## config.mk

```make
export PLATFORM = sky130hd
export DESIGN_NAME = lcg48_bounded_random_top
export DESIGN_NICKNAME = d
export VERILOG_FILES = /design/src/lcg48br_pkg.sv /design/src/lcg48_bounded_random_top.sv
export VERILOG_INCLUDE_DIRS = /design/src /design/src/src
export SDC_FILE = /design/constraint.sdc
export NUM_CORES = 2
export LEC_CHECK = 0
export ABC_AREA = 1
export BUFFER_PORTS_ARGS = -buffer_cell sky130_fd_sc_hd__buf_2
export CAP_MARGIN = 20
export CORE_ASPECT_RATIO = 1.75
export CORE_MARGIN = 8
export CORE_UTILIZATION = 55
export CTS_CLUSTER_SIZE = 16
export DETAILED_ROUTE_END_ITERATION = 10
export PLACE_DENSITY = 0.81
export SLEW_MARGIN = 25
export SYNTH_ARGS = -nofsm -noshare
export SYNTH_HDL_FRONTEND = slang
export SYNTH_SLANG_ARGS = --single-unit
```

## constraint.sdc

```tcl
create_clock -name i_clk -period 21.2 [get_ports i_clk]
set_input_delay 5.3 -clock i_clk [delete_from_list [all_inputs] [get_ports i_clk]]
set_output_delay 5.3 -clock i_clk [all_outputs]
set_load 0.1 [all_outputs]
```

## src/lcg48_bounded_random_top_defines.svh

```systemverilog
// Assertion macros for the lcg48 bounded random block.
// Each macro expects i_clk and i_rst_n in scope.
`ifndef LCG48_BOUNDED_RANDOM_TOP_DEFINES_SVH
`define LCG48_BOUNDED_RANDOM_TOP_DEFINES_SVH

`ifndef SYNTH
// Same-cycle implication: when a holds, c holds.
`define LCG48BR_ASSERT_THEN(label, a, c) \
    label: assert property (@(posedge i_clk) disable iff (!i_rst_n) (a) |-> (c)) \
        else $error("lcg48br assertion failed");
// Next-cycle implication: when a holds, c holds in the next cycle.
`define LCG48BR_ASSERT_NEXT(label, a, c) \
    label: assert property (@(posedge i_clk) disable iff (!i_rst_n) (a) |=> (c)) \
        else $error("lcg48br assertion failed");
`else
`define LCG48BR_ASSERT_THEN(label, a, c)
`define LCG48BR_ASSERT_NEXT(label, a, c)
`endif

`endif

```

## src/lcg48br_pkg.sv

```systemverilog
`timescale 1ns / 1ps
package lcg48br_pkg;

    // Generator constants
    localparam logic [34:0] LCG_MULT = 35'h5_DEEC_E66D;
    localparam logic [47:0] LCG_INC  = 48'hB;

    // Commands
    localparam logic [1:0] CMD_RESEED = 2'd0;
    localparam logic [1:0] CMD_INT    = 2'd1;
    localparam logic [1:0] CMD_DOUBLE = 2'd2;

    // Datapath operations
    localparam logic [3:0] OP_NOP     = 4'd0;
    localparam logic [3:0] OP_LATCH   = 4'd1;
    localparam logic [3:0] OP_SEED    = 4'd2;
    localparam logic [3:0] OP_ERR     = 4'd3;
    localparam logic [3:0] OP_MUL0    = 4'd4;
    localparam logic [3:0] OP_MUL1    = 4'd5;
    localparam logic [3:0] OP_MUL2    = 4'd6;
    localparam logic [3:0] OP_SCALE   = 4'd7;
    localparam logic [3:0] OP_DIVINIT = 4'd8;
    localparam logic [3:0] OP_DIVSTEP = 4'd9;
    localparam logic [3:0] OP_SETMOD  = 4'd10;
    localparam logic [3:0] OP_HI      = 4'd11;
    localparam logic [3:0] OP_LO      = 4'd12;
    localparam logic [3:0] OP_PUSH    = 4'd13;

    // Sequencer branch conditions
    localparam logic [2:0] C_NEXT  = 3'd0; // pc + 1
    localparam logic [2:0] C_JUMP  = 3'd1; // target
    localparam logic [2:0] C_IN    = 3'd2; // pc + 1 on input accept, else hold
    localparam logic [2:0] C_DISP  = 3'd3; // multiway by command and bound
    localparam logic [2:0] C_LOOP  = 3'd4; // target while count nonzero, else pc + 1
    localparam logic [2:0] C_RETRY = 3'd5; // target on reject, else emit
    localparam logic [2:0] C_OUT   = 3'd6; // target when output free, else hold

    // Program addresses
    localparam logic [4:0] A_IDLE  = 5'd0;
    localparam logic [4:0] A_DISP  = 5'd1;
    localparam logic [4:0] A_SEED  = 5'd2;
    localparam logic [4:0] A_ERR   = 5'd3;
    localparam logic [4:0] A_P2M0  = 5'd4;
    localparam logic [4:0] A_P2M1  = 5'd5;
    localparam logic [4:0] A_P2M2  = 5'd6;
    localparam logic [4:0] A_P2SC  = 5'd7;
    localparam logic [4:0] A_MDM0  = 5'd8;
    localparam logic [4:0] A_MDM1  = 5'd9;
    localparam logic [4:0] A_MDM2  = 5'd10;
    localparam logic [4:0] A_DIVI  = 5'd11;
    localparam logic [4:0] A_DIVS  = 5'd12;
    localparam logic [4:0] A_CHK   = 5'd13;
    localparam logic [4:0] A_DHM0  = 5'd14;
    localparam logic [4:0] A_DHM1  = 5'd15;
    localparam logic [4:0] A_DHM2  = 5'd16;
    localparam logic [4:0] A_DHI   = 5'd17;
    localparam logic [4:0] A_DLM0  = 5'd18;
    localparam logic [4:0] A_DLM1  = 5'd19;
    localparam logic [4:0] A_DLM2  = 5'd20;
    localparam logic [4:0] A_DLO   = 5'd21;
    localparam logic [4:0] A_EMIT  = 5'd22;

    typedef struct packed {
        logic [3:0] op;
        logic [2:0] cond;
        logic [4:0] target;
    } t_uword;

    // Microcode ROM
    function automatic t_uword f_ucode(input logic [4:0] pc);
        t_uword w;
        w = '{op: OP_NOP, cond: C_JUMP, target: A_IDLE};
        case (pc)
            A_IDLE:  w = '{op: OP_LATCH,   cond: C_IN,    target: A_IDLE};
            A_DISP:  w = '{op: OP_NOP,     cond: C_DISP,  target: A_IDLE};
            A_SEED:  w = '{op: OP_SEED,    cond: C_JUMP,  target: A_EMIT};
            A_ERR:   w = '{op: OP_ERR,     cond: C_JUMP,  target: A_EMIT};
            A_P2M0:  w = '{op: OP_MUL0,    cond: C_NEXT,  target: A_IDLE};
            A_P2M1:  w = '{op: OP_MUL1,    cond: C_NEXT,  target: A_IDLE};
            A_P2M2:  w = '{op: OP_MUL2,    cond: C_NEXT,  target: A_IDLE};
            A_P2SC:  w = '{op: OP_SCALE,   cond: C_JUMP,  target: A_EMIT};
            A_MDM0:  w = '{op: OP_MUL0,    cond: C_NEXT,  target: A_IDLE};
            A_MDM1:  w = '{op: OP_MUL1,    cond: C_NEXT,  target: A_IDLE};
            A_MDM2:  w = '{op: OP_MUL2,    cond: C_NEXT,  target: A_IDLE};
            A_DIVI:  w = '{op: OP_DIVINIT, cond: C_NEXT,  target: A_IDLE};
            A_DIVS:  w = '{op: OP_DIVSTEP, cond: C_LOOP,  target: A_DIVS};
            A_CHK:   w = '{op: OP_SETMOD,  cond: C_RETRY, target: A_MDM0};
            A_DHM0:  w = '{op: OP_MUL0,    cond: C_NEXT,  target: A_IDLE};
            A_DHM1:  w = '{op: OP_MUL1,    cond: C_NEXT,  target: A_IDLE};
            A_DHM2:  w = '{op: OP_MUL2,    cond: C_NEXT,  target: A_IDLE};
            A_DHI:   w = '{op: OP_HI,      cond: C_NEXT,  target: A_IDLE};
            A_DLM0:  w = '{op: OP_MUL0,    cond: C_NEXT,  target: A_IDLE};
            A_DLM1:  w = '{op: OP_MUL1,    cond: C_NEXT,  target: A_IDLE};
            A_DLM2:  w = '{op: OP_MUL2,    cond: C_NEXT,  target: A_IDLE};
            A_DLO:   w = '{op: OP_LO,      cond: C_NEXT,  target: A_IDLE};
            A_EMIT:  w = '{op: OP_PUSH,    cond: C_OUT,   target: A_IDLE};
            default: w = '{op: OP_NOP,     cond: C_JUMP,  target: A_IDLE};
        endcase
        return w;
    endfunction

endpackage

```

## src/lcg48_bounded_random_top.sv

```systemverilog
`timescale 1ns / 1ps
// Channel    Dir  Handshake                     Payload (low bit up)
// s_axis     in   s_axis_tvalid/s_axis_tready   tdata: seed_value[31:0], bound[63:32]
//                                               tuser: command[1:0]
// m_axis     out  m_axis_tvalid/m_axis_tready   tdata: value[52:0], zero pad[55:53]
//                                               tuser: error[0]
//
// Steps from accept: dispatch; reseed/error: seed or error; power-of-two bound: three
//   16x35 partial products, scale; double: those and a high half, again for a low half;
//   other bound per draw: the products, divider init, 31 restoring division steps,
//   rejection check, a rejected draw repeating these. All go to the emit step.
// Reset (sync, active low) clears the sequencer, output valid and LCG state.
// A stalled m_axis holds the sequencer at emit; one item in flight, the next taken at idle.
module lcg48_bounded_random_top (
    input  logic        i_clk,
    input  logic        i_rst_n,
    input  logic        s_axis_tvalid,
    output logic        s_axis_tready,
    input  logic [63:0] s_axis_tdata,   // seed_value[31:0], bound[63:32]
    input  logic [1:0]  s_axis_tuser,   // command[1:0]
    output logic        m_axis_tvalid,
    input  logic        m_axis_tready,
    output logic [55:0] m_axis_tdata,   // value[52:0], zero pad[55:53]
    output logic [0:0]  m_axis_tuser    // error[0]
);
    import lcg48br_pkg::*;

`include "lcg48_bounded_random_top_defines.svh"

    // Sequencer
    logic [4:0]  r_pc;
    logic [4:0]  n_pc;
    t_uword      w_uw;

    // Latched item
    logic [1:0]  r_cmd;
    logic [31:0] r_seed;
    logic [31:0] r_bound;

    // Datapath
    logic [47:0] r_state;
    logic [47:0] r_acc;
    logic [52:0] r_value;
    logic        r_err;
    logic [30:0] r_dvd;     // dividend shift register
    logic [30:0] r_rem;     // partial remainder, always below bound
    logic [30:0] r_draw;    // 31-bit draw kept for the rejection check
    logic [4:0]  r_cnt;

    // Output register
    logic        r_m_valid;
    logic [52:0] r_m_value;
    logic        r_m_err;

    logic        w_accept;
    logic        w_out_free;
    logic [15:0] w_chunk;
    logic [50:0] w_part;
    logic [30:0] w_b31;
    logic [31:0] w_rem_sh;
    logic [32:0] w_sub;
    logic [61:0] w_scale;
    logic [32:0] w_chk;
    logic        w_reject;
    logic        w_bad_bound;
    logic        w_pow2;

    assign w_uw       = f_ucode(r_pc);
    assign s_axis_tready = (r_pc == A_IDLE);
    assign w_accept   = s_axis_tvalid && s_axis_tready;
    assign w_out_free = !r_m_valid || m_axis_tready;

    assign m_axis_tvalid = r_m_valid;
    assign m_axis_tdata  = {3'b000, r_m_value};
    assign m_axis_tuser  = r_m_err;

    // 16x35 partial product of the LCG multiply, one chunk per step
    always_comb begin
        unique case (w_uw.op)
            OP_MUL0: w_chunk = r_state[15:0];
            OP_MUL1: w_chunk = r_state[31:16];
            default: w_chunk = r_state[47:32];
        endcase
    end
    assign w_part = 51'(w_chunk) * 51'(LCG_MULT);

    assign w_b31    = r_bound[30:0];
    assign w_rem_sh = {r_rem, r_dvd[30]};
    assign w_sub    = {1'b0, w_rem_sh} - {2'b00, w_b31};
    assign w_scale  = w_b31 * r_state[47:17];

    // Reject when r - v + (b - 1) exceeds 2^31 - 1
    assign w_chk    = {2'b00, r_draw} - {2'b00, r_rem} + {2'b00, w_b31} - 33'd1;
    assign w_reject = |w_chk[32:31];

    assign w_bad_bound = (r_bound == 32'd0) || r_bound[31];
    assign w_pow2      = ((r_bound & (r_bound - 32'd1)) == 32'd0);

    // Next step
    always_comb begin
        n_pc = r_pc + 5'd1;
        unique case (w_uw.cond)
            C_NEXT:  n_pc = r_pc + 5'd1;
            C_JUMP:  n_pc = w_uw.target;
            C_IN:    n_pc = w_accept ? (r_pc + 5'd1) : r_pc;
            C_DISP: begin
                unique case (r_cmd)
                    CMD_RESEED: n_pc = A_SEED;
                    CMD_INT:    n_pc = w_bad_bound ? A_ERR : (w_pow2 ? A_P2M0 : A_MDM0);
                    CMD_DOUBLE: n_pc = A_DHM0;
                    default:    n_pc = A_EMIT;
                endcase
            end
            C_LOOP:  n_pc = (r_cnt != 5'd0) ? w_uw.target : (r_pc + 5'd1);
            C_RETRY: n_pc = w_reject ? w_uw.target : A_EMIT;
            C_OUT:   n_pc = w_out_free ? w_uw.target : r_pc;
            default: n_pc = A_IDLE;
        endcase
    end

    // Control state
    always_ff @(posedge i_clk) begin
        if (!i_rst_n) begin
            r_pc      <= A_IDLE;
            r_m_valid <= 1'b0;
        end else begin
            r_pc <= n_pc;
            if (w_uw.op == OP_PUSH && w_out_free) begin
                r_m_valid <= 1'b1;
            end else if (m_axis_tready) begin
                r_m_valid <= 1'b0;
            end
        end
    end

    // LCG state
    always_ff @(posedge i_clk) begin
        if (!i_rst_n) begin
            r_state <= 48'd0;
        end else if (w_uw.op == OP_SEED) begin
            r_state <= {16'd0, r_seed};
        end else if (w_uw.op == OP_MUL2) begin
            r_state <= r_acc + {w_part[15:0], 32'd0};
        end
    end

    // Payload datapath
    always_ff @(posedge i_clk) begin
        unique case (w_uw.op)
            OP_LATCH: begin
                if (w_accept) begin
                    r_cmd   <= s_axis_tuser;
                    r_seed  <= s_axis_tdata[31:0];
                    r_bound <= s_axis_tdata[63:32];
                    r_value <= 53'd0;
                    r_err   <= 1'b0;
                end
            end
            OP_ERR:   r_err <= 1'b1;
            OP_MUL0:  r_acc <= LCG_INC + w_part[47:0];
            OP_MUL1:  r_acc <= r_acc + {w_part[31:0], 16'd0};
            OP_SCALE: r_value <= 53'(w_scale[61:31]);
            OP_DIVINIT: begin
                r_dvd  <= r_state[47:17];
                r_draw <= r_state[47:17];
                r_rem  <= 31'd0;
                r_cnt  <= 5'd30;
            end
            OP_DIVSTEP: begin
                r_rem <= w_sub[32] ? w_rem_sh[30:0] : w_sub[30:0];
                r_dvd <= {r_dvd[29:0], 1'b0};
                r_cnt <= r_cnt - 5'd1;
            end
            OP_SETMOD: r_value <= 53'(r_rem);
            OP_HI:     r_value[52:27] <= r_state[47:22];
            OP_LO:     r_value[26:0]  <= r_state[47:21];
            OP_PUSH: begin
                if (w_out_free) begin
                    r_m_value <= r_value;
                    r_m_err   <= r_err;
                end
            end
            default: ;
        endcase
    end

    `LCG48BR_ASSERT_NEXT(a_accept_dispatch, w_accept, r_pc == A_DISP)
    `LCG48BR_ASSERT_THEN(a_err_zero_value, r_m_valid && r_m_err, r_m_value == 53'd0)
    `LCG48BR_ASSERT_THEN(a_rem_below_bound, r_pc == A_DIVS, r_rem < w_b31)
    `LCG48BR_ASSERT_NEXT(a_push_returns_idle, (r_pc == A_EMIT) && w_out_free,
                         r_m_valid && (r_pc == A_IDLE))

endmodule
```

# After elaboration in Yosys (flattened, before gate mapping)
# Memories as Yosys holds them, arrays and structs flattened. A register that Yosys moved wholly into a read port is not among the register bits.
# Index checks and enable logic that the tools add are counted.
dict set report op_classes {
  eq_ne 24
  muxes 25
  bitwise 2
  n_reduce_logical 26
  n_mul 2
  addsub 10
}
# operator count
set op_table {}
lappend op_table {{$pmux 31 s2} 2}
lappend op_table {{$pmux 27 s4} 1}
lappend op_table {{$pmux 26 s4} 1}
lappend op_table {{$add 48x48->48} 2}
lappend op_table {{$pmux 48 s2} 1}
lappend op_table {{$logic_not 32->1} 2}
lappend op_table {{$mux 32} 2}
lappend op_table {{$mul 31x31->62} 1}
lappend op_table {{$mux 53} 1}
lappend op_table {{$add 4x48->48 const A} 1}
lappend op_table {{$mul 16x35->48 const B} 1}
lappend op_table {{$pmux 5 s7} 1}
lappend op_table {{$add 32x32->33} 1}
lappend op_table {{$sub 32x31->33} 1}
lappend op_table {{$sub 33x1->33 const B} 1}
lappend op_table {{$and 32x32->32} 1}
lappend op_table {{$pmux 16 s2} 1}
lappend op_table {{$sub 31x31->32} 1}
lappend op_table {{$sub 32x1->32 const B} 1}
lappend op_table {{$mux 31} 1}
lappend op_table {{$mux 5} 6}
lappend op_table {{$eq 4x4->1 const B} 6}
lappend op_table {{$eq 4x3->1 const B} 4}
lappend op_table {{$pmux 5 s3} 1}
lappend op_table {{other kinds (26)} 48}
dict set report word_totals {
  n_memories 1
  wordCells 107
  register_bits 374
  romBits 352
  input_bits 70
  out_inout_bits 59
}
# name words word_bits rd rd_ports_with_merged_regs write_ports line_no
set mem_list {}
lappend mem_list {{(no name shown)} 32 11 1 1 0 lcg48br_pkg.sv:73} ;# case (pc)

# Depth between registers and ports, before layout
dict set report depth {
  depth_word 9
  depth_mapped 44
  ltp_nobuf 44
}

# Least setup slack after synthesis
# Ideal clock, no wire load.
dict set report synth_timing {
  kind {input -> register}
  startpoint {in s_axis_tvalid}
  endpoint {reg r_value[0], enable pin}
  arrival_ps 11306
  stages 4
  setup_ps 390
  path_buffers 0
  slack_ps 9505
  cell_sequence {nand2_1 nor3_1 inv_1 nand4_1}
}
dict set report synth_via {
  elab_chain_len 3
}
# element line_no
set synth_rtl {}
lappend synth_rtl {{start, declared} lcg48_bounded_random_top.sv:17} ;# input logic s_axis_tvalid,
lappend synth_rtl {{$logic_and 1x1->1} lcg48_bounded_random_top.sv:70} ;# assign w_accept = s_axis_tvalid && s_axis_tready;
lappend synth_rtl {{$ne 2x2->1 (no line)} n/a}
lappend synth_rtl {{$reduce_and 2->1 (no line)} n/a}
lappend synth_rtl {{end signal, assigned} lcg48_bounded_random_top.sv:162} ;# OP_SCALE: r_value <= 53'(w_scale[61:31]);
lappend synth_rtl {{end signal, assigned} lcg48_bounded_random_top.sv:174} ;# OP_SETMOD: r_value <= 53'(r_rem);
lappend synth_rtl {{end signal, assigned} lcg48_bounded_random_top.sv:176} ;# OP_LO: r_value[26:0] <= r_state[47:21];
lappend synth_rtl {{end, declared} lcg48_bounded_random_top.sv:43} ;# logic [52:0] r_value;
# Every way passes these cells.
# A chain may end at the register's enable or synchronous reset.

# Worst setup path after layout
dict set report layout_timing {
  startpoint {reg w_uw[10] (netlist name)}
  endpoint {reg r_acc[46] (data pin)}
}
dict set report layout_via {
  elab_chain_len 5
}
# element line_no
set layout_rtl {}
lappend layout_rtl {{$eq 4x3->1} {lcg48_bounded_random_top.sv:79, lcg48_bounded_random_top.sv:149}}
lappend layout_rtl {{$pmux 16 s2} lcg48_bounded_random_top.sv:79} ;# unique case (w_uw.op)
lappend layout_rtl {{$mul 16x35->48} lcg48_bounded_random_top.sv:85} ;# assign w_part = 51'(w_chunk) * 51'(LCG_MULT);
lappend layout_rtl {{$add 48x48->48 or $add 4x48->48 (tied branches)} {lcg48_bounded_random_top.sv:161, lcg48_bounded_random_top.sv:160}}
lappend layout_rtl {{$pmux 48 s2 *} lcg48_bounded_random_top.sv:149} ;# unique case (w_uw.op)
lappend layout_rtl {{end signal, assigned} lcg48_bounded_random_top.sv:160} ;# OP_MUL0: r_acc <= LCG_INC + w_part[47:0];
lappend layout_rtl {{end signal, assigned} lcg48_bounded_random_top.sv:161} ;# OP_MUL1: r_acc <= r_acc + {w_part[31:0], 16'd0};
lappend layout_rtl {{end, declared} lcg48_bounded_random_top.sv:42} ;# logic [47:0] r_acc;
# Every way passes the cells marked *; elsewhere a longest branch is shown, timed or not.

==> flow_summary.toml <==
[cts]
clock_latency_ns = 0.63
postCtsSetupRepairBufs = 0
cts_tree = "built"
cts_resized = 0
clock_path_buffers = 3
clk_pin_slew_ns = 0.07
cts_root_buf = "clkbuf_16"
numCtsBuffers = 45
hold_buffers = 0
cts-htree-levels = 2
cts_sinks = 384

[timing]
finalSetupViolCount = 0
rsz0062_at_grt = "false"
period_needed_ns = 10.06
finClkSkew_ns = 0.0235
tightest_slew_ns = 1.07
max_freq_ghz = 0.0994
final_max_slew_viol_count = 0
final_hold_viol_count = 0
fin_tns_setup_ns = 0
slew_headroom_pct = 28.1
timing.hold.ws_ns = 0.409
fin_crit_sh_pct = 47.4

[synthesis]
ys_types = 61
ys.warnings.count = 0
ys_seq_elements = 384
async_reset_ff_share_pct = 0
ys_seq_area_share_pct = 16.2
syn-instance-count = 8483
ys.flop_type = "edfxtp_1"
netlist_area_mm2 = 0.0671
syn_avg_cell_area_um2 = 7.91
synth_enable_flop_cells = 320

[placement]
dp_hpwl_um = 206000
io_buffers = 125
dpl.cell_count = 10000
gp_congestion = 1.05
placed_area_mm2 = 0.0694

[grt]
busiest_layer = "met2"
grt_pass1_wl_um = 370000
grt_remaining_overflow = 0
grt_pass1_vias = 62600
grt_antenna_before_repair = 6
grt_util_met3_pct = 6.21
grt_util_met2_pct = 67.6
grt.total_usage_pct = 37.6
grt_max_degree = 96
use_met1_pct = 34.6

[floorplan]
start_util_pct = 55.4
core_mm2 = 0.121
fp.dieW_um = 280
die_h_um = 478
ios = 129
rows = 169
die_area_mm2 = 0.134

[routing]
ant_nets = 0
drt-initial-drc-count = 4619
vias = 57200
drcViolationCount = 0
vias_per_cell = 5.66
dr.pass1.iters = 8
wl_per_cell_um = 24.9
wirelength_um = 252000

[finish]
final_cells = 10100
drive_gt1_share_pct = 4.94
area_growth_pct = 5.58
design_area_mm2 = 0.0709
nNetsFinal = 10200

[worst_setup_path]
required_ns = 21.59
crit_fanout = 36
critical_path_class = "flop to flop"
slowest_stage = "inv_2"
critPathMaxStageDelay_ns = 0.72
cp.arrival_ns = 10.45
start_kind = "flop"
crit_top_cell = "inv_1"
worstSetupEndpointType = "flop"

[flow_run]
maxCapViolCount = 0

[worst_hold_path]
hold_path_class = "flop to flop"

[outcome]
status = "complete, no violations"
## layout make-up
| class | instances | area (µm²) |
|---|---|---|
| Antenna cell | 1 | 2.50 |
| Clock buffer | 61 | 1290 |
| Clock inverter | 22 | 198 |
| Fill cell | 10900 | 50300 |
| Inverter | 2424 | 9100 |
| Multi-Input combinational cell | 5384 | 46100 |
| Sequential cell | 384 | 10900 |
| Tap cell | 1624 | 2030 |
| Timing Repair Buffer | 213 | 1290 |
## cells in the mapped netlist, drive strengths merged (2+ instances only)
cell type / number / area [µm²]
a211oi: 4 / 30.0
a21boi: 13 / 97.6
a21o: 17 / 128
a21oi: 363 / 1830
a221oi: 4 / 35.0
a31oi: 32 / 200
and2: 5 / 31.3
and3: 2 / 12.5
buf: 20 / 114
clkbuf: 273 / 1020
clkinv: 2 / 7.51
dfxtp: 64 / 1280
edfxtp: 320 / 9610
fa: 1072 / 21500
ha: 581 / 7270
inv: 2422 / 9090
nand2: 1893 / 7170
nand3: 203 / 1070
nand3b: 17 / 128
nand4: 51 / 319
nor2: 477 / 1910
nor3: 55 / 285
nor4: 14 / 93.8
o2111ai: 6 / 52.6
o211ai: 30 / 225
o21a: 23 / 173
o21ai: 280 / 1410
o21bai: 27 / 203
o221ai: 38 / 333
o22ai: 18 / 113
o311ai: 2 / 17.5
or2: 19 / 119
xnor2: 51 / 454
xor2: 77 / 761
## cells in the final DEF (no fill, tap or decap), drive strengths merged, types with 2 or more instances in the layout
master,n
o211ai,30
a211oi,4
o311ai,2
conb,3
o21ai,280
clkinvlp,2
or2,19
edfxtp,320
o21a,23
o2111ai,6
dfxtp,64
xor2,77
and2,5
and3,2
xnor2,51
a31oi,32
nor4,14
a221oi,4
inv,2428
buf,213
o21bai,27
o22ai,18
a21oi,363
a21boi,13
nand3,203
ha,581
a21o,17
nor2,477
nand3b,17
nand4,51
o221ai,38
nand2,1893
nor3,55
clkbuf,61
clkinv,15
fa,1072
## metal layers
metal | vias to the layer above | share of wire, %
li1 | 25200 | -
met1 | 27500 | 29
met2 | 3081 | 51
met3 | 1448 | 6.8
met4 | 4 | 13
met5 | - | 0.013
## per-stage QoR
stage	setup slack [ns]	utilization, %
global placement	10.85	57.2
detailed placement	11.17	57.3
finish	11.14	58.5
CTS	11.16	58.5
global route	10.48	58.5
floorplan	9.50	-
## critical path, delay by kind of cell, from the launching register on
kind	cells	cell delay [ns]
compound gates	10	2.19
xor+xnor	1	0.48
fa+ha+maj	8	4.07
buf+inv	9	1.74
flops	1	0.40
simple gates	7	0.94
## logic make-up (layout without fill, tap and decap cells)
kind of cell	count (synthesis)	after routing	synth area share, %
xor gates and xnor gates	128	128	1.81
buffers and inverters	2717	2720	15.3
and+or+nand+nor	2738	2738	16.6
AOI/OAI and AO/OA	862	862	7.28
DFF	384	384	16.2
adders and majority gates	1653	1653	42.8
other	1	4	0.00559
## path summary, 6_finish.rpt
check	startpoint	endpoint	slack, ns	cells past startpoint
setup reg to reg	w_uw[10]	r_acc[46]	11.14	35
hold reg to reg	r_value[20]	r_m_value[20]	0.41	0
setup / recovery	w_uw[10]	r_acc[46]	11.14	35
hold / removal	r_value[20]	r_m_value[20]	0.41	0
## registers in the layout (all words and copies together), names as in the netlist, 2 cells and up
name / count
r_acc: 48
r_dvd: 31
r_draw: 31
r_state: 48
r_cnt: 5
r_rem: 31
r_pc: 5
w_uw: 10
r_bound: 32
r_m_value: 53
r_seed: 32
r_value: 53
r_cmd: 2
Power is not shown: default switching activity piles up to over one toggle a cycle in this logic, so the estimate is an artifact.
